### src/bds_pkg.sv
`default_nettype none

package bds_pkg;

    // sizes of the source image that the line store is built for
    localparam int DEF_MAX_WIDTH  = 4096;
    localparam int DEF_MAX_HEIGHT = 4096;

    // pixel layout
    localparam int NUM_CH    = 4;
    localparam int CH_W      = 8;
    localparam int SUM_W     = CH_W + 1;
    localparam int PIX_W     = NUM_CH * CH_W;
    localparam int CH_RED    = 0;
    localparam int CH_GREEN  = 1;
    localparam int CH_BLUE   = 2;
    localparam int CH_ALPHA  = 3;

    // configuration registers
    localparam int CFG_DIM_W  = 13;
    localparam int APB_DATA_W = 32;
    localparam int PADDR_W    = 4;
    localparam int REG_IDX_W  = PADDR_W - 2;

    localparam logic [REG_IDX_W-1:0] REG_SOURCE_WIDTH  = 2'd0;
    localparam logic [REG_IDX_W-1:0] REG_SOURCE_HEIGHT = 2'd1;
    localparam logic [REG_IDX_W-1:0] REG_PIXEL_FORMAT  = 2'd2;

    localparam logic [CFG_DIM_W-1:0] RST_SOURCE_WIDTH  = 13'd2;
    localparam logic [CFG_DIM_W-1:0] RST_SOURCE_HEIGHT = 13'd2;
    localparam logic                 RST_PIXEL_FORMAT  = 1'b0;

    localparam logic FMT_RGB  = 1'b0;
    localparam logic FMT_RGBA = 1'b1;

    // queue between front and back
    localparam int QUEUE_DEPTH = 4;
    localparam int QPTR_W      = $clog2(QUEUE_DEPTH);
    localparam int QLVL_W      = $clog2(QUEUE_DEPTH + 1);

    // configuration as seen by the datapath
    typedef struct packed {
        logic [CFG_DIM_W-1:0] width;
        logic [CFG_DIM_W-1:0] height;
        logic                 fmt;
        logic                 restart;
    } cfg_t;

    typedef logic [NUM_CH-1:0][SUM_W-1:0] sums_t;

    // one block to average: pair sum of this row and of the row above
    typedef struct packed {
        sums_t pair_sum;
        sums_t line_sum;
        logic  eor;
        logic  eof;
    } job_t;

endpackage

`default_nettype wire

### src/bds_cfg_regs.sv
`default_nettype none

module bds_cfg_regs
    import bds_pkg::*;
(
    input  wire logic                  clk,
    input  wire logic                  rst_n,
    input  wire logic                  psel,
    input  wire logic                  penable,
    input  wire logic                  pwrite,
    input  wire logic [PADDR_W-1:0]    paddr,
    input  wire logic [APB_DATA_W-1:0] pwdata,
    output logic      [APB_DATA_W-1:0] prdata,
    output logic                       pready,
    output cfg_t                       cfg
);

    logic [CFG_DIM_W-1:0] width_reg;
    logic [CFG_DIM_W-1:0] height_reg;
    logic                 fmt_reg;
    logic [REG_IDX_W-1:0] reg_idx;
    logic                 wr_en;
    logic                 sel_width;
    logic                 sel_height;
    logic                 sel_fmt;

    assign pready  = 1'b1;
    assign reg_idx = paddr[PADDR_W-1:2];
    assign wr_en   = psel && penable && pwrite && pready;

    // address decode
    always_comb
    begin
        sel_width  = 1'b0;
        sel_height = 1'b0;
        sel_fmt    = 1'b0;
        unique case (reg_idx)
            REG_SOURCE_WIDTH:  sel_width  = 1'b1;
            REG_SOURCE_HEIGHT: sel_height = 1'b1;
            REG_PIXEL_FORMAT:  sel_fmt    = 1'b1;
            default:           sel_width  = 1'b0;
        endcase
    end

    // register writes
    always_ff @(posedge clk or negedge rst_n)
    begin
        if (!rst_n)
        begin
            width_reg  <= RST_SOURCE_WIDTH;
            height_reg <= RST_SOURCE_HEIGHT;
            fmt_reg    <= RST_PIXEL_FORMAT;
        end
        else if (wr_en)
        begin
            if (sel_width)
                width_reg <= pwdata[CFG_DIM_W-1:0];
            if (sel_height)
                height_reg <= pwdata[CFG_DIM_W-1:0];
            if (sel_fmt)
                fmt_reg <= pwdata[0];
        end
    end

    // read back
    always_comb
    begin
        prdata = '0;
        if (sel_width)
            prdata = APB_DATA_W'(width_reg);
        else if (sel_height)
            prdata = APB_DATA_W'(height_reg);
        else if (sel_fmt)
            prdata = APB_DATA_W'(fmt_reg);
    end

    // any register write starts a new frame
    assign cfg.width   = width_reg;
    assign cfg.height  = height_reg;
    assign cfg.fmt     = fmt_reg;
    assign cfg.restart = wr_en && (sel_width || sel_height || sel_fmt);

endmodule

`default_nettype wire

### config.mk
export PLATFORM = sky130hd
export DESIGN_NAME = bds_cfg_regs
export DESIGN_NICKNAME = d
export VERILOG_FILES = /design/src/bds_pkg.sv /design/src/bds_cfg_regs.sv
export SDC_FILE = /design/constraint.sdc
export NUM_CORES = 1
export LEC_CHECK = 0
export BUFFER_PORTS_ARGS = -buffer_cell sky130_fd_sc_hd__buf_2
export CORE_MARGIN = 3
export CORE_UTILIZATION = 37
export CTS_BUF_LIST = sky130_fd_sc_hd__clkbuf_8 sky130_fd_sc_hd__clkbuf_16
export DETAILED_ROUTE_END_ITERATION = 6
export PLACE_DENSITY = 0.84
export SLEW_MARGIN = 20
export SYNTH_ARGS = -nofsm -noshare
export SYNTH_HDL_FRONTEND = slang
export SYNTH_SLANG_ARGS = --single-unit
### constraint.sdc
create_clock -name clk -period 1 [get_ports clk]
set_input_delay 0.2 -clock clk [delete_from_list [all_inputs] [get_ports clk]]
set_output_delay 0.2 -clock clk [all_outputs]
set_load 0.01 [all_outputs]
==> results.sh <==
export IMPL_ir_drop_v=0.00113
export IMPL_crit_fanout=2
export IMPL_portBuffers=60
export IMPL_synthDistinctLibCells=18
export IMPL_gp_congestion=0.659
export IMPL_fin_area_sq_um=2290
export IMPL_clk_pin_slew_ps=100
export IMPL_vias_per_cell=4.44
export IMPL_seq_area_frac_synth_pct=46.5
export IMPL_yosysTopAreaCell="dfrtp_1"
export IMPL_place_hpwl_um=2440
export IMPL_cts_root_buf="clkbuf_8"
export IMPL_rsz0062_at_grt="true"
export IMPL_post_place_ws_ps=-420
export IMPL_fillers=301
export IMPL_clock_path_buffers=2
export IMPL_die_w_um=68.8
export IMPL_area_growth_syn_to_layout_pct=57.0
export IMPL_clock_fmax_ghz=0.773
export IMPL_rr_worst_depth=3
export IMPL_final_util_pct=61.2
export IMPL_whs_path_depth=2
export IMPL_syn_area_per_cell_sq_um=12.6
export IMPL_fin_hold_ws_ps=164
export IMPL_grt_pass1_wl_um=5150
export IMPL_max_cap_violations=0
export IMPL_violations="setup timing"
export IMPL_finalWirelength_um=3580
export IMPL_first_pass_iters=2
export IMPL_multi_input_comb_area_sq_um=707
export IMPL_clock_sinks=27
export IMPL_route_detailed_drc=0
export IMPL_instances_no_fill=252
export IMPL_finClkSkew_ps=0
export IMPL_ys_warnings_count=0
export IMPL_netlist_area_sq_um=1460
export IMPL_synth_top_cells_by_area="dfrtp_1, mux2_2, buf_4"
export IMPL_post_route_period_util_pct=129
export IMPL_fin_ws_ps=-294
export IMPL_end_kind="output port"
export IMPL_die_area_sq_um=4730
export IMPL_cts_tree="done"
export IMPL_antenna_found_initial=0
export IMPL_syn_inst=116
export IMPL_start_kind="register"
export IMPL_clk_latency_ps=270
export IMPL_timing_max_transition_violations_final=0
export IMPL_regArea_sq_um=678
export IMPL_dpl_cell_count=227
export IMPL_status="finished with violations"
export IMPL_num_rows=22
export IMPL_layout_drive_gt1_share_pct=63.2
export IMPL_worst_ep_arrival_time_ps=1090
export IMPL_cts_buffers=3
export IMPL_p_per_area_nw_per_um2=1770
export IMPL_initial_core_util_pct=39.0
export IMPL_ant_nets=0
export IMPL_nNetsFinal=246
export IMPL_grt_use_total_pct=14.9
export IMPL_p_leak_nw=1.23
export IMPL_yosysTopAreaCellShare_pct=42.9
export IMPL_first_global_vias=1127
export IMPL_hold_path_class="in2reg"
export IMPL_drtIter0Drc=30
export IMPL_antennaDiodeCount=0
export IMPL_die_y_um=68.8
export IMPL_final_min_clock_period_ps=1290
export IMPL_routedWlPerCell_um=14.2
export IMPL_placed_area_sq_um=1800
export IMPL_grt_max_degree=28
export IMPL_hold_viol=0
export IMPL_h_tree_depth=1
export IMPL_setup_violations=59
export IMPL_via_count=1119
export IMPL_crit_type="reg2out"
export IMPL_core_sq_um=3740
export IMPL_ys_ff_latch=27
export IMPL_grt_ovfl_total=0
export IMPL_io_pins=102
export IMPL_cp_required_ps=800
cells in the mapped netlist:
master    number
o21ai_0        1
nor2_1        12
conb_1         2
mux2_2        17
a21oi_1        1
nor3_1         1
nor3b_1        1
nand3_1        1
mux2_4        10
buf_6          3
mux2i_1       13
clkbuf_1       1
nand3b_1       1
buf_2          2
dfstp_2        2
dfrtp_1       25
or3b_1         1
buf_4         22
worst max-delay path, cell delays in order, from the launching register on:
cell and delay, ps:
dfstp_2 550, mux2i_1 60, nor2_1 80, buf_2 130
path summary, 6_finish.rpt:
check / end / start / slack [ps]
worst max-delay path: prdata[1] / width_reg[1] / -290
worst min-delay path: height_reg[1] / pwdata[1] / 160
worst max register to register: height_reg[5] / height_reg[5] / -10
worst min register to register: width_reg[8] / width_reg[8] / 540
max in group asynchronous: height_reg[1] / rst_n / 370
min in group asynchronous: width_reg[8] / rst_n / 400
timing repair:
item	in CTS	in global routing
resized for setup	34	31
pin swaps	1	2
endpoints found under the hold margin	25	0
setup buffers	16	6
gates cloned	0	0
hold buffers	1	0
endpoints found under the setup margin	61	62
cell type report:
class                   instances  area share, %
repair buffers                 94           34.8
multi-input cells              79           30.9
flip-flops and latches         27           29.6
well taps                      48           2.62
clock buffers                   3           1.80
clock inverters                 1          0.328
metrics by stage:
step	setup TNS (ps)	power, mW
floorplan	-6680	2.27
global placement	-10500	2.68
detailed placement	-11190	2.72
CTS	-5390	3.84
global route	-7640	4.31
finish	-5470	4.05
layer usage:
layer	global-route usage, %	vias up	routed length (um)
li1	-	526	-
met1	17.4	544	1470
met2	28.5	47	1910
met3	3.57	2	192
met4	1.46	0	6
met5	0	-	0
logic make-up after synthesis:
kind of cell / count (synthesis) / share of synthesized area (%)
muxes: 40 / 32.3
buffers and inverters: 28 / 14.6
DFF: 27 / 46.5
and+or+nand+nor: 17 / 5.40
AOI/OAI and AO/OA: 2 / 0.685
other: 2 / 0.515
power by group:
part	switching, mW	internal [mW]
clock network	0.342	0.282
logic	0.681	1.19
registers	0.193	1.36
cell usage in the layout (no fill, tap or decap):
| cell type | n |
|---|---|
| or3b_4 | 1 |
| conb_1 | 20 |
| buf_6 | 43 |
| mux2i_1 | 13 |
| nand3_4 | 1 |
| dfstp_2 | 2 |
| buf_2 | 39 |
| nor3b_1 | 1 |
| a21oi_1 | 1 |
| nand3b_1 | 1 |
| nor3_4 | 1 |
| mux2_2 | 5 |
| mux2_4 | 22 |
| buf_12 | 2 |
| dlygate4sd3_1 | 1 |
| o21ai_1 | 1 |
| buf_4 | 9 |
| clkinvlp_4 | 1 |
| dfrtp_1 | 25 |
| clkbuf_8 | 3 |
| nor2_1 | 12 |
Note: power is estimated with default switching activity, not from simulation.
