File: config.mk
export PLATFORM = sky130hd
export DESIGN_NAME = bds_queue
export DESIGN_NICKNAME = d
export VERILOG_FILES = /design/src/bds_pkg.sv /design/src/bds_queue.sv
export SDC_FILE = /design/constraint.sdc
export NUM_CORES = 1
export LEC_CHECK = 0
export ABC_AREA = 0
export BUFFER_PORTS_ARGS = -buffer_cell sky130_fd_sc_hd__buf_2
export CORE_MARGIN = 4
export CORE_UTILIZATION = 50
export CTS_CLUSTER_DIAMETER = 100
export CTS_CLUSTER_SIZE = 8
export DETAILED_ROUTE_END_ITERATION = 10
export PLACE_DENSITY = 0.71
export SLEW_MARGIN = 5
export SYNTH_ARGS = -nofsm -noshare
export SYNTH_HDL_FRONTEND = slang
export SYNTH_SLANG_ARGS = --single-unit
export TNS_END_PERCENT = 10
File: constraint.sdc
create_clock -name clk -period 5.2 [get_ports clk]
set_clock_uncertainty 0.15 [all_clocks]
set_input_delay 1.56 -clock clk [delete_from_list [all_inputs] [get_ports clk]]
set_output_delay 1.56 -clock clk [all_outputs]
set_load 0.03 [all_outputs]
File: src/bds_pkg.sv
`default_nettype none

package bds_pkg;

    // sizes of the source image that the line store is built for
    localparam int DEF_MAX_WIDTH  = 4096;
    localparam int DEF_MAX_HEIGHT = 4096;

    // pixel layout
    localparam int NUM_CH    = 4;
    localparam int CH_W      = 8;
    localparam int SUM_W     = CH_W + 1;
    localparam int PIX_W     = NUM_CH * CH_W;
    localparam int CH_RED    = 0;
    localparam int CH_GREEN  = 1;
    localparam int CH_BLUE   = 2;
    localparam int CH_ALPHA  = 3;

    // configuration registers
    localparam int CFG_DIM_W  = 13;
    localparam int APB_DATA_W = 32;
    localparam int PADDR_W    = 4;
    localparam int REG_IDX_W  = PADDR_W - 2;

    localparam logic [REG_IDX_W-1:0] REG_SOURCE_WIDTH  = 2'd0;
    localparam logic [REG_IDX_W-1:0] REG_SOURCE_HEIGHT = 2'd1;
    localparam logic [REG_IDX_W-1:0] REG_PIXEL_FORMAT  = 2'd2;

    localparam logic [CFG_DIM_W-1:0] RST_SOURCE_WIDTH  = 13'd2;
    localparam logic [CFG_DIM_W-1:0] RST_SOURCE_HEIGHT = 13'd2;
    localparam logic                 RST_PIXEL_FORMAT  = 1'b0;

    localparam logic FMT_RGB  = 1'b0;
    localparam logic FMT_RGBA = 1'b1;

    // queue between front and back
    localparam int QUEUE_DEPTH = 4;
    localparam int QPTR_W      = $clog2(QUEUE_DEPTH);
    localparam int QLVL_W      = $clog2(QUEUE_DEPTH + 1);

    // configuration as seen by the datapath
    typedef struct packed {
        logic [CFG_DIM_W-1:0] width;
        logic [CFG_DIM_W-1:0] height;
        logic                 fmt;
        logic                 restart;
    } cfg_t;

    typedef logic [NUM_CH-1:0][SUM_W-1:0] sums_t;

    // one block to average: pair sum of this row and of the row above
    typedef struct packed {
        sums_t pair_sum;
        sums_t line_sum;
        logic  eor;
        logic  eof;
    } job_t;

endpackage

`default_nettype wire

File: src/bds_queue.sv
`default_nettype none

module bds_queue
    import bds_pkg::*;
(
    input  wire logic              clk,
    input  wire logic              rst_n,
    input  wire logic              push,
    input  job_t                   push_job,
    input  wire logic              pop,
    output job_t                   pop_job,
    output logic [QLVL_W-1:0]      level
);

    job_t              slot_reg [QUEUE_DEPTH];
    logic [QPTR_W-1:0] wr_ptr_reg;
    logic [QPTR_W-1:0] wr_ptr_next;
    logic [QPTR_W-1:0] rd_ptr_reg;
    logic [QPTR_W-1:0] rd_ptr_next;
    logic [QLVL_W-1:0] level_reg;
    logic [QLVL_W-1:0] level_next;

    // pointer and fill level update
    always_comb
    begin
        wr_ptr_next = wr_ptr_reg;
        rd_ptr_next = rd_ptr_reg;
        level_next  = level_reg;
        if (push)
            wr_ptr_next = (wr_ptr_reg == QPTR_W'(QUEUE_DEPTH - 1)) ?
                          '0 : wr_ptr_reg + QPTR_W'(1);
        if (pop)
            rd_ptr_next = (rd_ptr_reg == QPTR_W'(QUEUE_DEPTH - 1)) ?
                          '0 : rd_ptr_reg + QPTR_W'(1);
        if (push && !pop)
            level_next = level_reg + QLVL_W'(1);
        else if (pop && !push)
            level_next = level_reg - QLVL_W'(1);
    end

    always_ff @(posedge clk or negedge rst_n)
    begin
        if (!rst_n)
        begin
            wr_ptr_reg <= '0;
            rd_ptr_reg <= '0;
            level_reg  <= '0;
        end
        else
        begin
            wr_ptr_reg <= wr_ptr_next;
            rd_ptr_reg <= rd_ptr_next;
            level_reg  <= level_next;
        end
    end

    // storage
    always_ff @(posedge clk)
    begin
        if (push)
            slot_reg[wr_ptr_reg] <= push_job;
    end

    assign pop_job = slot_reg[rd_ptr_reg];
    assign level   = level_reg;

    a_no_overflow: assert property (@(posedge clk) disable iff (!rst_n)
        push |-> (level_reg < QLVL_W'(QUEUE_DEPTH)))
        else $error("queue written while full");

    a_no_underflow: assert property (@(posedge clk) disable iff (!rst_n)
        pop |-> (level_reg != '0))
        else $error("queue read while empty");

    a_level_grows: assert property (@(posedge clk) disable iff (!rst_n)
        (push && !pop) |=> (level_reg == QLVL_W'($past(level_reg) + QLVL_W'(1))))
        else $error("queue level lost a pushed item");

endmodule

`default_nettype wire

==> results.yml, run 1 <==
outcome:
  status: "completed"
critical_path:
  critPathCaptureType: "output pin"
  cp.required_ns: 3.49
  worst_path_max_delay_cell: "dfrtp_4"
  arrival_ns: 2.49
  start_kind: "register"
  slowest_delay_ns: 0.77
  cp_cell_sequence: "buf_4, mux4_2, buf_2"
  rr_startpoint: "wr_ptr_reg[1]$_DFFE_PN0P_"
  critical_path_class: "reg -> out"
  cp-startpoint: "rd_ptr_reg[0]$_DFFE_PN0P_"
  critPathMaxFanout: 25
timing:
  finalHoldViolations: 0
  min_period_over_period_pct: 80.7
  setup_tns_ns: 0
  rsz0062_at_grt: "false"
  tightestPinTransition_ns: 1.16
  period_needed_ns: 4.20
  slew_violations: 0
  layout_setup_ws_ns: 1.00
  slew_headroom_pct: 22.7
  max_freq_mhz: 238
  setup_viol: 0
hold_path:
  worstHoldStart: "level[2]$_DFFE_PN0P_"
  hold_class: "reg -> reg"
clock_tree:
  clock-sinks: 303
  cts_max_level: 2
  path_clk_slew_ns: 0.05
  cts_made_buffers: 43
  postCtsSetupBuffers: 0
  cts-resized-gates: 0
  cts_hold_repair.buffers: 0
  clkLatencyLatePin_ns: 0.50
  cts_buffer_depth: 3
  clockRootBuffer: "clkbuf_16"
  cts_tree: "built"
yosys:
  synth_cell_types: 19
  synth_seq_cells: 303
  synth_fp_nets: 507
  yosys_warnings: 0
  netlist_instances: 422
  synth.cell_area_um2: 11100
  yosysSeqAreaShare_pct: 81.5
  syn_area_per_cell_um2: 26.4
die:
  die_x_um: 157
  initial_core_util_pct: 51.0
  die-area_um2: 24700
  io_pins: 155
  die_h_um: 157
  core-area_um2: 21800
  rows: 54
grt:
  grt_pass1_vias: 5516
  track_usage_pct: 16.6
  grt_first_pass_wirelength_mm: 31.1
  grt_max_degree: 77
  antenna_found_initial: 4
  grt_overflow_total: 0
drt:
  initialDrtViolationCount: 304
  wirelength_mm: 20.2
  drc: 0
  viasPerCell: 5.64
  drtAntennaViolNets: 0
  route.vias.total: 5057
  firstDrtPassIters: 4
  post_drt_wl_per_cell_um: 22.5
power:
  cellPowerDensity_nw_per_um2: 620
  peakVddDrop_v: 0.000447
  p_leak_nw: 4.58
layout:
  syn_to_final_growth_pct: 19.6
  antenna_cells: 0
  layout_common_cells: "edfxtp_1 (296), buf_2 (154), mux4_2 (74)"
  layout-drive-gt1-share_pct: 46.4
  final_common_cell: "edfxtp_1"
  final_nets: 693
  largest_register_ffs: 296
placed_design:
  gp_congestion: 0.752
  dp_worst_setup_slack_ns: 1.48
  portBuffers: 154
  hpwl_mm: 11.4
flow_run:
  drv_cap: 0
## final cells by class
cell class | instances | area (µm²)
clock buffer | 54 | 1160
fill | 1511 | 8530
inverter | 4 | 15.0
multi-input combinational | 98 | 1890
sequential | 303 | 9070
tap | 280 | 350
timing repair buffer | 158 | 813
## metrics by stage
step                instances  hold WS, ns  utilization, %  power (mW)  instance area [µm²]
floorplan                 422        0.414               -        5.29                11100
global placement          843        0.306            55.6        5.88                12100
detailed placement        843        0.311            55.6        5.92                12100
CTS                       897        0.321            60.9        8.37                13300
global route              897        0.331            60.9        8.63                13300
finish                    897        0.320            60.9        8.24                13300
## final timing paths
check / end / slack (ns) / cells after the start
hold reg to reg: level[2]$_DFFE_PN0P_ / 0.32 / 1
setup reg to reg: slot_reg[1][40]$_DFFE_PP_ / 3.03 / 3
setup / recovery: pop_job[46] / 1.00 / 3
min in group asynchronous: rd_ptr_reg[1]$_DFFE_PN0P_ / 0.73 / 1
max in group asynchronous: rd_ptr_reg[0]$_DFFE_PN0P_ / 3.99 / 1
hold / removal: level[2]$_DFFE_PN0P_ / 0.32 / 1
## Yosys cell counts
master	n	share of area (%)
dfrtp_1	7	1.6
buf_8	1	0.13
xor2_1	2	0.16
ha_1	6	0.68
nor2_1	3	0.10
and2_1	4	0.22
buf_4	3	0.20
mux4_2	74	15
buf_2	6	0.27
buf_1	2	0.068
xnor2_1	1	0.079
nand2_1	2	0.068
inv_1	4	0.13
buf_12	4	0.72
buf_6	1	0.10
edfxtp_1	296	80
o21ai_0	2	0.090
fa_1	1	0.18
mux2_2	3	0.30
## logic make-up after synthesis
family,after synthesis,synth area share [%]
compound gates,2,0.0900
flops,303,81.5
fa+ha+maj,7,0.855
xor+xnor,3,0.236
simple gates,9,0.394
mux,77,15.3
buf+inv,21,1.63
## critical path: cells and delay by family, from the launching register on
kind / cells / cell delay [ns]
buffers and inverters: 2 / 0.62
flip-flops: 1 / 0.77
multiplexers: 1 / 0.57
## where the power goes
group	internal (mW)	switching, mW	leakage (nW)
clock	1.53	0.897	0.565
combinational	0.928	1.47	1.22
sequential	3.15	0.278	2.80
total	5.60	2.64	4.58
## routing by layer
layer	track usage (%)	vias up	routed length, µm
li1	-	2172	-
met1	22.8	2609	8150
met2	26.2	221	9750
met3	5.20	47	1830
met4	4.96	8	384
met5	0	-	46
Power figures use the tool's default switching activity.
==> run 2: changes to the inputs <==
- ABC_AREA: 0 -> 1
- PLACE_DENSITY: 0.71 -> 0.7
- clock period: 5.2 -> 4.05 ns (I/O delays scaled with it)
==> run 2 against run 1 <==
Setup slack got worse by 0.53 ns. Combinational power increased by 61%. Register-to-register slack worse by 1.0 ns. Clock power grew 30%. Utilization is 1.1 points lower. Critical endpoint is now pop_job[44]. Highest routed layer unchanged. Largest power group unchanged. Sequential share of layout area decreased by 5.7 points.
==> results.yml, run 2 <==
outcome:
  status: "completed"
drt:
  firstDrtPassIters: 5
  route.vias.total: 7072
  drtAntennaViolNets: 0
  drc: 0
  post_drt_wl_per_cell_um: 16.8
  initialDrtViolationCount: 381
  wirelength_mm: 24.0
  viasPerCell: 4.96
yosys:
  yosys-top-cells-count: "edfxtp_1 (296), nand2_1 (237), inv_1 (160)"
  synth_fp_nets: 998
  syn_area_per_cell_um2: 13.5
  synth_top_cell_area_share_pct: 72.2
  synth.cell_area_um2: 12300
  synth_edf_count: 296
  yosysSeqAreaShare_pct: 73.6
  synth_seq_cells: 303
  yosys_warnings: 0
  yosys.area.top_type: "edfxtp_1"
  ys.flop_type: "edfxtp_1"
  post-synth-top-count-cell: "edfxtp_1"
  synth_area_leaders: "edfxtp_1 (72%), o211ai_1 (7.8%), nand2_1 (7.2%)"
  ys_async_sr_fraction_pct: 2.31
  synth_cell_types: 18
  netlist_instances: 913
timing:
  rsz0062_at_grt: "false"
  setup_viol: 0
  tightestPinTransition_ns: 0.557
  min_period_over_period_pct: 88.4
  slew_headroom_pct: 62.9
  whs_ns: 0.347
  max_freq_mhz: 279
  period_needed_ns: 3.58
  slew_violations: 0
  finalHoldViolations: 0
  setup_tns_ns: 0
grt:
  grt_max_degree: 87
  track_usage_pct: 17.6
  grt_first_pass_wirelength_mm: 37.0
  antenna_found_initial: 5
  grt_overflow_total: 0
  grt_pass1_vias: 7012
layout:
  instances_no_fill: 1426
  syn_to_final_growth_pct: 17.8
  largest_register_ffs: 296
  final_common_cell: "edfxtp_1"
  layout-drive-gt1-share_pct: 22.2
  final_nets: 1166
  layout_common_cells: "edfxtp_1 (296), nand2_1 (237), inv_1 (155)"
  final_cell_area_um2: 14500
clock_tree:
  clockRootBuffer: "clkbuf_16"
  path_clk_slew_ns: 0.05
  cts_buffer_depth: 3
  clock-sinks: 303
  cts_max_level: 2
  clkLatencyLatePin_ns: 0.51
  cts_hold_repair.buffers: 0
  cts_made_buffers: 43
  cts-resized-gates: 0
  cts_tree: "built"
  postCtsSetupBuffers: 0
power:
  cellPowerDensity_nw_per_um2: 770
  peakVddDrop_v: 0.000635
  p_leak_nw: 5.92
  total_power_mw: 11.2
placed_design:
  dp_cells: 1360
  hpwl_mm: 14.4
  place_area_um2: 13300
  portBuffers: 154
  gp_congestion: 0.722
die:
  io_pins: 155
  rows: 57
  die-area_um2: 27200
  core-area_um2: 24200
  initial_core_util_pct: 50.8
  die_x_um: 165
  die_h_um: 165
critical_path:
  critPathCaptureType: "output pin"
  critPathMaxFanout: 86
  rr_startpoint: "wr_ptr_reg[0]$_DFFE_PN0P_"
  rrSetupSlack_ns: 1.99
  cp-startpoint: "rd_ptr_reg[0]$_DFFE_PN0P_"
  critical_path_class: "reg -> out"
  arrival_ns: 2.21
  setup.worst_path.end: "pop_job[44]"
  r2r_end: "slot_reg[2][9]$_DFFE_PP_"
  ff2ff_path_depth: 5
  start_kind: "register"
  cp.required_ns: 2.68
flow_run:
  drv_cap: 0
hold_path:
  hold_class: "reg -> reg"
  worstHoldStart: "level[2]$_DFFE_PN0P_"
## run 2: changes by cell type after synthesis, moves of 4 or more
| cell | change |
|---|---|
| o211ai_2 | +20 |
| buf_2 | +6 |
| inv_1 | +156 |
| buf_6 | +25 |
| mux4_2 | -74 |
| nand2_1 | +235 |
| and2_1 | -4 |
| buf_12 | -4 |
| o211ai_1 | +128 |
| clkbuf_1 | +9 |
## run 2: cells by family after synthesis
family                     after synthesis  synth area share, %
DFF                                    303                 73.6
and+or+nand+nor                        241                 7.38
buffers and inverters                  209                 8.13
AOI/OAI and AO/OA                      152                 10.0
adders and majority gates                7                0.773
xor gates and xnor gates                 1               0.0712
## run 2: area by class of cell
cell class              count  area [µm²]
multi-input cells         401        2240
flip-flops and latches    303        9070
clock buffers              61        1160
clock inverters             2        25.0
inverters                 161         617
well taps                 324         405
diodes                      3        7.51
repair buffers            171         973
fillers                  1859        9740
## run 2: stage by stage
step,utilization (%),setup WS (ns)
2_1_floorplan,-,0.780
3_3_place_gp,54.9,1.04
3_5_place_dp,54.9,1.01
4_1_cts,59.8,0.443
5_1_grt,59.8,0.308
6_report,59.8,0.471
## run 2: critical path, stage by stage (launching register included)
cell and delay, ns:
dfrtp_1 0.45, inv_8 0.37, buf_4 0.37, nand2_1 0.11
o211ai_2 0.08, nand2_1 0.08, buf_2 0.18
## run 2: per-layer routing
layer	part of all wire [%]	vias up	GRT usage, %
li1	-	3515	-
met2	51	189	31.0
met5	0.14	-	0
met1	41	3316	21.8
met4	2.5	4	6.54
met3	5.3	48	3.39
## run 2: where the power goes
| part | internal (mW) | leakage, nW | switching, mW |
|---|---|---|---|
| Combinational | 1.04 | 2.54 | 2.81 |
| Clock | 1.96 | 0.574 | 1.19 |
| Sequential | 4.03 | 2.80 | 0.136 |
## run 2: worst min path at each step
stage | end | slack, ns | depth (start not counted)
after floorplan | wr_ptr_reg[0]$_DFFE_PN0P_ | 0.41 | 3
after global placement | level[2]$_DFFE_PN0P_ | 0.32 | 2
after detailed placement | level[2]$_DFFE_PN0P_ | 0.34 | 2
after CTS | rd_ptr_reg[1]$_DFFE_PN0P_ | 0.36 | 1
after global routing | rd_ptr_reg[1]$_DFFE_PN0P_ | 0.37 | 1
final | level[2]$_DFFE_PN0P_ | 0.35 | 2
