--- config.mk ---
export PLATFORM = sky130hd
export DESIGN_NAME = bds_back
export DESIGN_NICKNAME = d
export VERILOG_FILES = /design/src/bds_pkg.sv /design/src/bds_back.sv
export SDC_FILE = /design/constraint.sdc
export NUM_CORES = 1
export LEC_CHECK = 0
export ABC_CLOCK_PERIOD_IN_PS = 3900
export BUFFER_PORTS_ARGS = -buffer_cell sky130_fd_sc_hd__buf_2
export CORE_MARGIN = 8
export CORE_UTILIZATION = 49
export DETAILED_ROUTE_END_ITERATION = 10
export PLACE_DENSITY = 0.86
export SETUP_SLACK_MARGIN = 0.02
export SYNTH_ARGS = -nofsm -noshare
export SYNTH_HDL_FRONTEND = slang
export SYNTH_SLANG_ARGS = --single-unit
--- constraint.sdc ---
create_clock -name clk -period 3.9 [get_ports clk]
set_input_delay 0.39 -clock clk [delete_from_list [all_inputs] [get_ports clk]]
set_output_delay 0.39 -clock clk [all_outputs]
set_load 0.01 [all_outputs]
--- src/bds_pkg.sv ---
`default_nettype none

package bds_pkg;

    // sizes of the source image that the line store is built for
    localparam int DEF_MAX_WIDTH  = 4096;
    localparam int DEF_MAX_HEIGHT = 4096;

    // pixel layout
    localparam int NUM_CH    = 4;
    localparam int CH_W      = 8;
    localparam int SUM_W     = CH_W + 1;
    localparam int PIX_W     = NUM_CH * CH_W;
    localparam int CH_RED    = 0;
    localparam int CH_GREEN  = 1;
    localparam int CH_BLUE   = 2;
    localparam int CH_ALPHA  = 3;

    // configuration registers
    localparam int CFG_DIM_W  = 13;
    localparam int APB_DATA_W = 32;
    localparam int PADDR_W    = 4;
    localparam int REG_IDX_W  = PADDR_W - 2;

    localparam logic [REG_IDX_W-1:0] REG_SOURCE_WIDTH  = 2'd0;
    localparam logic [REG_IDX_W-1:0] REG_SOURCE_HEIGHT = 2'd1;
    localparam logic [REG_IDX_W-1:0] REG_PIXEL_FORMAT  = 2'd2;

    localparam logic [CFG_DIM_W-1:0] RST_SOURCE_WIDTH  = 13'd2;
    localparam logic [CFG_DIM_W-1:0] RST_SOURCE_HEIGHT = 13'd2;
    localparam logic                 RST_PIXEL_FORMAT  = 1'b0;

    localparam logic FMT_RGB  = 1'b0;
    localparam logic FMT_RGBA = 1'b1;

    // queue between front and back
    localparam int QUEUE_DEPTH = 4;
    localparam int QPTR_W      = $clog2(QUEUE_DEPTH);
    localparam int QLVL_W      = $clog2(QUEUE_DEPTH + 1);

    // configuration as seen by the datapath
    typedef struct packed {
        logic [CFG_DIM_W-1:0] width;
        logic [CFG_DIM_W-1:0] height;
        logic                 fmt;
        logic                 restart;
    } cfg_t;

    typedef logic [NUM_CH-1:0][SUM_W-1:0] sums_t;

    // one block to average: pair sum of this row and of the row above
    typedef struct packed {
        sums_t pair_sum;
        sums_t line_sum;
        logic  eor;
        logic  eof;
    } job_t;

endpackage

`default_nettype wire

--- src/bds_back.sv ---
`default_nettype none

module bds_back
    import bds_pkg::*;
(
    input  wire logic              clk,
    input  wire logic              rst_n,
    input  wire logic [QLVL_W-1:0] q_level,
    input  job_t                   pop_job,
    output logic                   pop,
    output logic                   m_tvalid,
    input  wire logic              m_tready,
    output logic [PIX_W-1:0]       m_tdata,
    output logic                   m_tlast,
    output logic                   m_tuser
);

    logic                        out_valid_reg;
    logic [NUM_CH-1:0][CH_W-1:0] out_pix_reg;
    logic                        out_eor_reg;
    logic                        out_eof_reg;
    logic [NUM_CH-1:0][CH_W-1:0] avg;
    logic [NUM_CH-1:0][SUM_W:0]  quad_sum;

    // take a job when the output register is free or being drained
    assign pop = (q_level != '0) && (!out_valid_reg || m_tready);

    // sum of four, divided by four
    always_comb
    begin
        for (int c = 0; c < NUM_CH; c++)
        begin
            quad_sum[c] = (SUM_W + 1)'(pop_job.pair_sum[c])
                        + (SUM_W + 1)'(pop_job.line_sum[c]);
            avg[c]      = quad_sum[c][SUM_W:2];
        end
    end

    // output register
    always_ff @(posedge clk or negedge rst_n)
    begin
        if (!rst_n)
            out_valid_reg <= 1'b0;
        else if (pop)
            out_valid_reg <= 1'b1;
        else if (m_tready)
            out_valid_reg <= 1'b0;
    end

    always_ff @(posedge clk)
    begin
        if (pop)
        begin
            out_pix_reg <= avg;
            out_eor_reg <= pop_job.eor;
            out_eof_reg <= pop_job.eof;
        end
    end

    assign m_tvalid = out_valid_reg;
    assign m_tdata  = out_pix_reg;
    assign m_tlast  = out_eor_reg;
    assign m_tuser  = out_eof_reg;

endmodule

`default_nettype wire

==> metrics.csv, run 1 <==
metric,value,unit
transition time at the pin with the least slew margin,0.6971,ns
Antenna Violating Nets Remaining,0,
number of global-route vias before repair,1997,
clock period minus worst slack,1.944,ns
power dissipated by switching net loads,0.0002886,W
worst slew margin relative to its limit,53.42,%
Peak VDD IR,0.2050,mV
number of max-cap violations,0,
share of the cycle needed by the critical path after routing,49.86,%
area share of the leading cell type in the synthesized netlist,45.79,%
path type of the worst setup path,reg -> out,
number of storage elements in the synthesis netlist,35,
biggest area consumer among synthesized cells,sky130_fd_sc_hd__edfxtp_1,
average routed wire per standard cell,14.51,um
Leakage Power,1.466,nW
total wirelength of the detailed-routed design,5.193,mm
Setup crit start kind,flop,
die boundary width,83.46,um
proportion of power drawn by flip-flops and latches,47.1,%
Synth Net Count,293,
global-route wire length before repair,8.728,mm
filler instances,369,
count of synthesis-stage warnings from yosys,0,
clock transition time at the flip-flop clock pins of the worst setup and hold paths,0.07,ns
Highest Clock Rate,0.5143,GHz
fraction of the yosys area taken by sequential cells,46.91,%
setup repair after global routing missed its margin,false,
count of pins over their slew limit,0,
placer's final routability congestion estimate,0.8213,
Worst Hold Class,in -> reg,
status,completed,
internal cell power,0.0007529,W
post-detail-place hpwl,4.538,mm
Comb pwr share,30.4,%
cells after synthesis,181,
area added between synthesis and finish,33.61,%
die area,6965,um^2
via total after detailed routing,1876,
ports placed on the boundary,116,
initial cell density of the core,50.86,%
number of design rule violations left after detail routing,0,
detail-routed via count per cell,5.240,
layout net count,417,
CTS sink count,35,
average instance area after synthesis,12.32,um^2
number of H-tree levels,2,
initial drt markers,56,
Total Neg Setup Slack,0,ns
total inserted antenna cells,0,
"Req. time, crit path",3.51,ns
post-CTS setup buffers,0,
height of the die,83.46,um
final number of hold-violating endpoints,0,
pin count of the biggest net entering global routing,24,
synthesized cell area,2230,um^2
Port Buffers,115,
Setup-failing EPs final,0,
row count,24,
maximum count of clock buffers along a single path,2,
total congestion overflow,0,
number of buffers created by CTS,5,
setup clock skew after layout,0.006067,ns
All-Layer GR Usage,14.69,%
core occupancy in the finished layout,67.95,%
CTS tree,done,
power per cell area,349.6,nW/um^2
proportion of layout cells with a drive suffix above 1,41.83,%
top cells by area in the synthesized netlist,"sky130_fd_sc_hd__edfxtp_1, sky130_fd_sc_hd__ha_1, sky130_fd_sc_hd__xnor2_1",
worst endpoint data arrival time,1.55,ns
clock share of power,22.5,%
post-synthesis cell type count,30,
antenna violations before repair,0,
switch share,27.71,%
clock network latency to the later pin of the worst-skew pair,0.27,ns
highest fanout seen on the critical path,23,
CTS Root Buffer Type,sky130_fd_sc_hd__clkbuf_8,
first drt pass iteration count,4,
total design power,0.001042,W
category of the worst setup path capture point,output port,
area of the placeable core,4384,um^2
==> cells by family after synthesis <==
kind of cell,count (synthesis),synth area share [%]
compound gates,51,17.00
xor+xnor,23,9.035
simple gates,35,8.249
flops,35,46.91
fa+ha+maj,32,17.96
buf+inv,5,0.8418
==> cell type report <==
class	count	area, um^2	share of cell area [%]
Clock buffer	6	72.57	2.436
Timing Repair Buffer	117	593.1	19.91
Sequential cell	35	1046	35.11
Multi-Input combinational cell	141	1176	39.48
Inverter	5	18.77	0.6300
Tap cell	52	65.06	2.184
Clock inverter	2	7.507	0.2520
==> repair_timing <==
action | 4_1_cts | 5_1_grt
endpoints found under the hold margin | 1 | 0
hold buffers | 1 | 0
resized for setup | 0 | 0
==> placed cells by master, fill, tap and decap left out, types with 5 or more instances in the layout <==
cell type,count
sky130_fd_sc_hd__buf_2,115
sky130_fd_sc_hd__edfxtp_1,34
sky130_fd_sc_hd__ha_1,32
sky130_fd_sc_hd__xnor2_1,16
sky130_fd_sc_hd__a21oi_1,14
sky130_fd_sc_hd__a21o_1,12
sky130_fd_sc_hd__nor2_1,11
sky130_fd_sc_hd__nand2_1,7
sky130_fd_sc_hd__xor2_1,7
sky130_fd_sc_hd__inv_1,5
sky130_fd_sc_hd__clkbuf_8,5
==> through the flow <==
| step | instances | hold slack [ns] | setup WS [ns] | cell area [um^2] |
|---|---|---|---|---|
| final | 358 | 0.2881 | 1.956 | 2979 |
| after global routing | 358 | 0.2771 | 1.840 | 2979 |
| after CTS | 358 | 0.2752 | 1.930 | 2979 |
| after detailed placement | 349 | 0.1649 | 1.892 | 2889 |
| after global placement | 349 | 0.1646 | 1.917 | 2889 |
| after floorplan | 181 | 0.09441 | 1.198 | 2230 |
==> registers in the layout, indices dropped and copies added (netlist names) <==
| signal | count |
|---|---|
| m_tlast | 1 |
| m_tdata | 32 |
| m_tuser | 1 |
| m_tvalid | 1 |
==> metal layers <==
metal / vias to the layer above / routed length (um) / track usage (%)
met3: 13 / 350 / 4.199
met1: 840 / 1986 / 14.76
met5: - / 0 / 0
li1: 955 / - / -
met2: 68 / 2708 / 27.09
met4: 0 / 147 / 6.907
==> power by group through the flow <==
stage	Clock (W)	Sequential, W	Combinational [W]
floorplan	0	0.000528	0.000168
global placement	0	0.000497	0.000309
detailed placement	0	0.000499	0.000319
CTS	0.000244	0.000491	0.000321
global route	0.000257	0.000495	0.000354
finish	0.000235	0.000490	0.000317
==> path summary, 6_finish.rpt <==
kind / from / to / slack (ns) / cells past startpoint
max: m_tvalid / pop / 1.96 / 2
min: pop_job[1] / m_tlast / 0.29 / 1
max reg2reg: m_tvalid / m_tdata[0] / 2.25 / 2
min reg2reg: m_tvalid / m_tvalid / 0.60 / 2
max in group asynchronous: rst_n / m_tvalid / 3.40 / 2
min in group asynchronous: rst_n / m_tvalid / 0.42 / 2
==> synthesized netlist by cell type, drive strengths merged <==
library cell / n
ha: 32
nor3: 3
a2111oi: 1
a211oi: 1
dfrtp: 1
and3: 6
a22o: 3
a221oi: 5
nand4: 3
edfxtp: 34
nand3: 1
o21ai: 1
nand2: 7
nor2b: 1
nand2b: 2
inv: 5
a211o: 3
and4: 1
a21o: 12
xnor2: 16
a31oi: 4
o211ai: 3
nor2: 11
xor2: 7
o21bai: 2
o311ai: 1
a21oi: 15
==> worst max-delay path, stage by stage, from the launching register on <==
cell                      delay [ns]
sky130_fd_sc_hd__dfrtp_1        0.42
sky130_fd_sc_hd__a21oi_4        0.58
sky130_fd_sc_hd__buf_2          0.27
No activity file was read; power rests on OpenSTA's default activity.
==> run 2, diff against run 1 <==
Settings changed: ABC_CLOCK_PERIOD_IN_PS 3900 to 1900, CORE_UTILIZATION 49 to 46, PLACE_DENSITY 0.86 to 0.81.
Clock period 3.9 ns to 1.9 ns, I/O delays scaled along.
==> run 2 against run 1 <==
  * Worst setup slack worse by 1.8 ns
  * Clock skew is 0.0023 ns higher
  * Via count increased by 2.5%
  * Sequential power increased by 110%
  * Cell count grew 1.4%
  * Non-clock buffer count increased by 2
  * Critical path type unchanged
==> metrics.csv, run 2 (synthesized netlist as in run 1, its figures left out) <==
metric,value,unit,change
Worst Hold Class,in -> reg,,unchanged
worst slew margin relative to its limit,33.91,%,was 53.42%
pin count of the biggest net entering global routing,19,,was 24
category of the worst setup path capture point,output port,,unchanged
worst endpoint data arrival time,1.51,ns,was 1.55 ns
number of buffers created by CTS,5,,unchanged
final number of hold-violating endpoints,0,,unchanged
total design power,0.002354,W,was 0.001042 W
placer's final routability congestion estimate,0.8047,,was 0.8213
Antenna Violating Nets Remaining,0,,unchanged
total wirelength of the detailed-routed design,5.665,mm,was 5.193 mm
row count,25,,was 24
via total after detailed routing,1923,,was 1876
Leakage Power,1.499,nW,was 1.466 nW
tightest hold margin,0.08083,ns,was 0.2881 ns
total inserted antenna cells,0,,unchanged
number of max-cap violations,0,,unchanged
layout net count,420,,was 417
count of pins over their slew limit,0,,unchanged
CTS tree,done,,unchanged
clock network latency to the later pin of the worst-skew pair,0.28,ns,was 0.27 ns
initial cell density of the core,47.52,%,was 50.86%
filler instances,377,,was 369
core occupancy in the finished layout,64.85,%,was 67.95%
total congestion overflow,0,,unchanged
setup clock skew after layout,0.008367,ns,was 0.006067 ns
smallest setup slack after layout,0.1974,ns,was 1.956 ns
highest fanout seen on the critical path,18,,was 23
max FFs per register,32,,unchanged
CTS Root Buffer Type,sky130_fd_sc_hd__clkbuf_8,,unchanged
status,completed,,unchanged
area added between synthesis and finish,36.48,%,was 33.61%
setup repair after global routing missed its margin,false,,unchanged
FF/Latch Area,1046,um^2,unchanged
Port Buffers,115,,unchanged
worst slack at placement,0.07639,ns,was 1.892 ns
Setup crit start kind,flop,,unchanged
area of the placeable core,4692,um^2,was 4384 um^2
maximum count of clock buffers along a single path,2,,unchanged
global-route wire length before repair,8.700,mm,was 8.728 mm
first drt pass iteration count,4,,unchanged
die boundary width,85.62,um,was 83.46 um
antenna violations before repair,1,,was 0
clock period minus worst slack,1.703,ns,
Total Neg Setup Slack,0,ns,unchanged
"leading cell type in the layout, fill and taps excluded",sky130_fd_sc_hd__buf_2,,unchanged
initial drt markers,43,,was 56
number of H-tree levels,2,,unchanged
"Req. time, crit path",1.71,ns,was 3.51 ns
post-detail-place hpwl,4.587,mm,was 4.538 mm
number of design rule violations left after detail routing,0,,unchanged
clock transition time at the flip-flop clock pins of the worst setup and hold paths,0.08,ns,was 0.07 ns
"leading cell types in the layout, fill and taps excluded","sky130_fd_sc_hd__buf_2, sky130_fd_sc_hd__edfxtp_1, sky130_fd_sc_hd__ha_1",,unchanged
number of global-route vias before repair,1991,,was 1997
proportion of layout cells with a drive suffix above 1,43.37,%,was 41.83%
Highest Clock Rate,0.5873,GHz,
height of the die,85.62,um,was 83.46 um
Peak VDD IR,0.3852,mV,was 0.2050 mV
power per cell area,773.7,nW/um^2,was 349.6 nW/um^2
CTS sink count,35,,unchanged
path type of the worst setup path,reg -> out,,unchanged
combined area of the multi-input logic cells,1185,um^2,was 1176 um^2
detail-routed via count per cell,5.298,,was 5.240
ports placed on the boundary,116,,unchanged
post-cts sizing count,0,,unchanged
die area,7331,um^2,was 6965 um^2
share of the cycle needed by the critical path after routing,89.61,%,
transition time at the pin with the least slew margin,0.9914,ns,was 0.6971 ns
All-Layer GR Usage,14.69,%,about the same
Setup-failing EPs final,0,,unchanged
average routed wire per standard cell,15.61,um,was 14.51 um
-- run 2: cell types whose count changed in the layout (fill, tap and decap cells not counted), sizes merged --
cell,delta
a21oi,+1
buf,+2
bufinv,+1
clkinv,-1
-- run 2: what timing repair did --
item / in CTS / in global routing
hold buffers: 1 / 0
setup endpoints to repair: 1 / 0
hold endpoints to repair: 1 / 0
buffers inserted: 0 / 0
-- run 2: report_power, final --
part | internal [W] | switching [W]
sequential | 0.000986 | 0.0000232
clock | 0.000424 | 0.000261
combinational | 0.000316 | 0.000343
total | 0.00173 | 0.000628
-- run 2: cell type report --
cell class	count	area share, %
clock buffers	6	2.714
clock inverters	2	1.151
inverters	5	0.6168
multi-input cells	142	38.94
flip-flops and latches	35	34.37
well taps	54	2.220
repair buffers	119	19.98
-- run 2: final timing paths --
kind,startpoint,endpoint,slack (ns),cells after the start
setup / recovery,m_tvalid,pop,0.20,2
hold / removal,pop_job[1],m_tlast,0.08,1
setup reg to reg,m_tvalid,m_tdata[22],0.27,1
hold reg to reg,m_tvalid,m_tvalid,0.67,2
max in group asynchronous,rst_n,m_tvalid,1.60,2
min in group asynchronous,rst_n,m_tvalid,0.22,2
-- run 2: critical path, stage by stage (launching register included) --
cell and delay [ns]:
sky130_fd_sc_hd__dfrtp_1 0.47, sky130_fd_sc_hd__a21oi_4 0.52, sky130_fd_sc_hd__buf_2 0.24
-- run 2: through the flow --
step,cell area [um^2],std cells
2_1_floorplan,2241,181
3_3_place_gp,2907,353
3_5_place_dp,2907,353
4_1_cts,3043,363
5_1_grt,3043,363
6_report,3043,363
-- run 2: routing by layer --
| layer | vias up | track usage [%] | part of all wire, % |
|---|---|---|---|
| met1 | 880 | 13.75 | 37 |
| met3 | 11 | 3.916 | 6.6 |
| met2 | 67 | 29.20 | 55 |
| li1 | 963 | - | - |
| met4 | 2 | 5.573 | 1.6 |
| met5 | - | 0 | 0.14 |
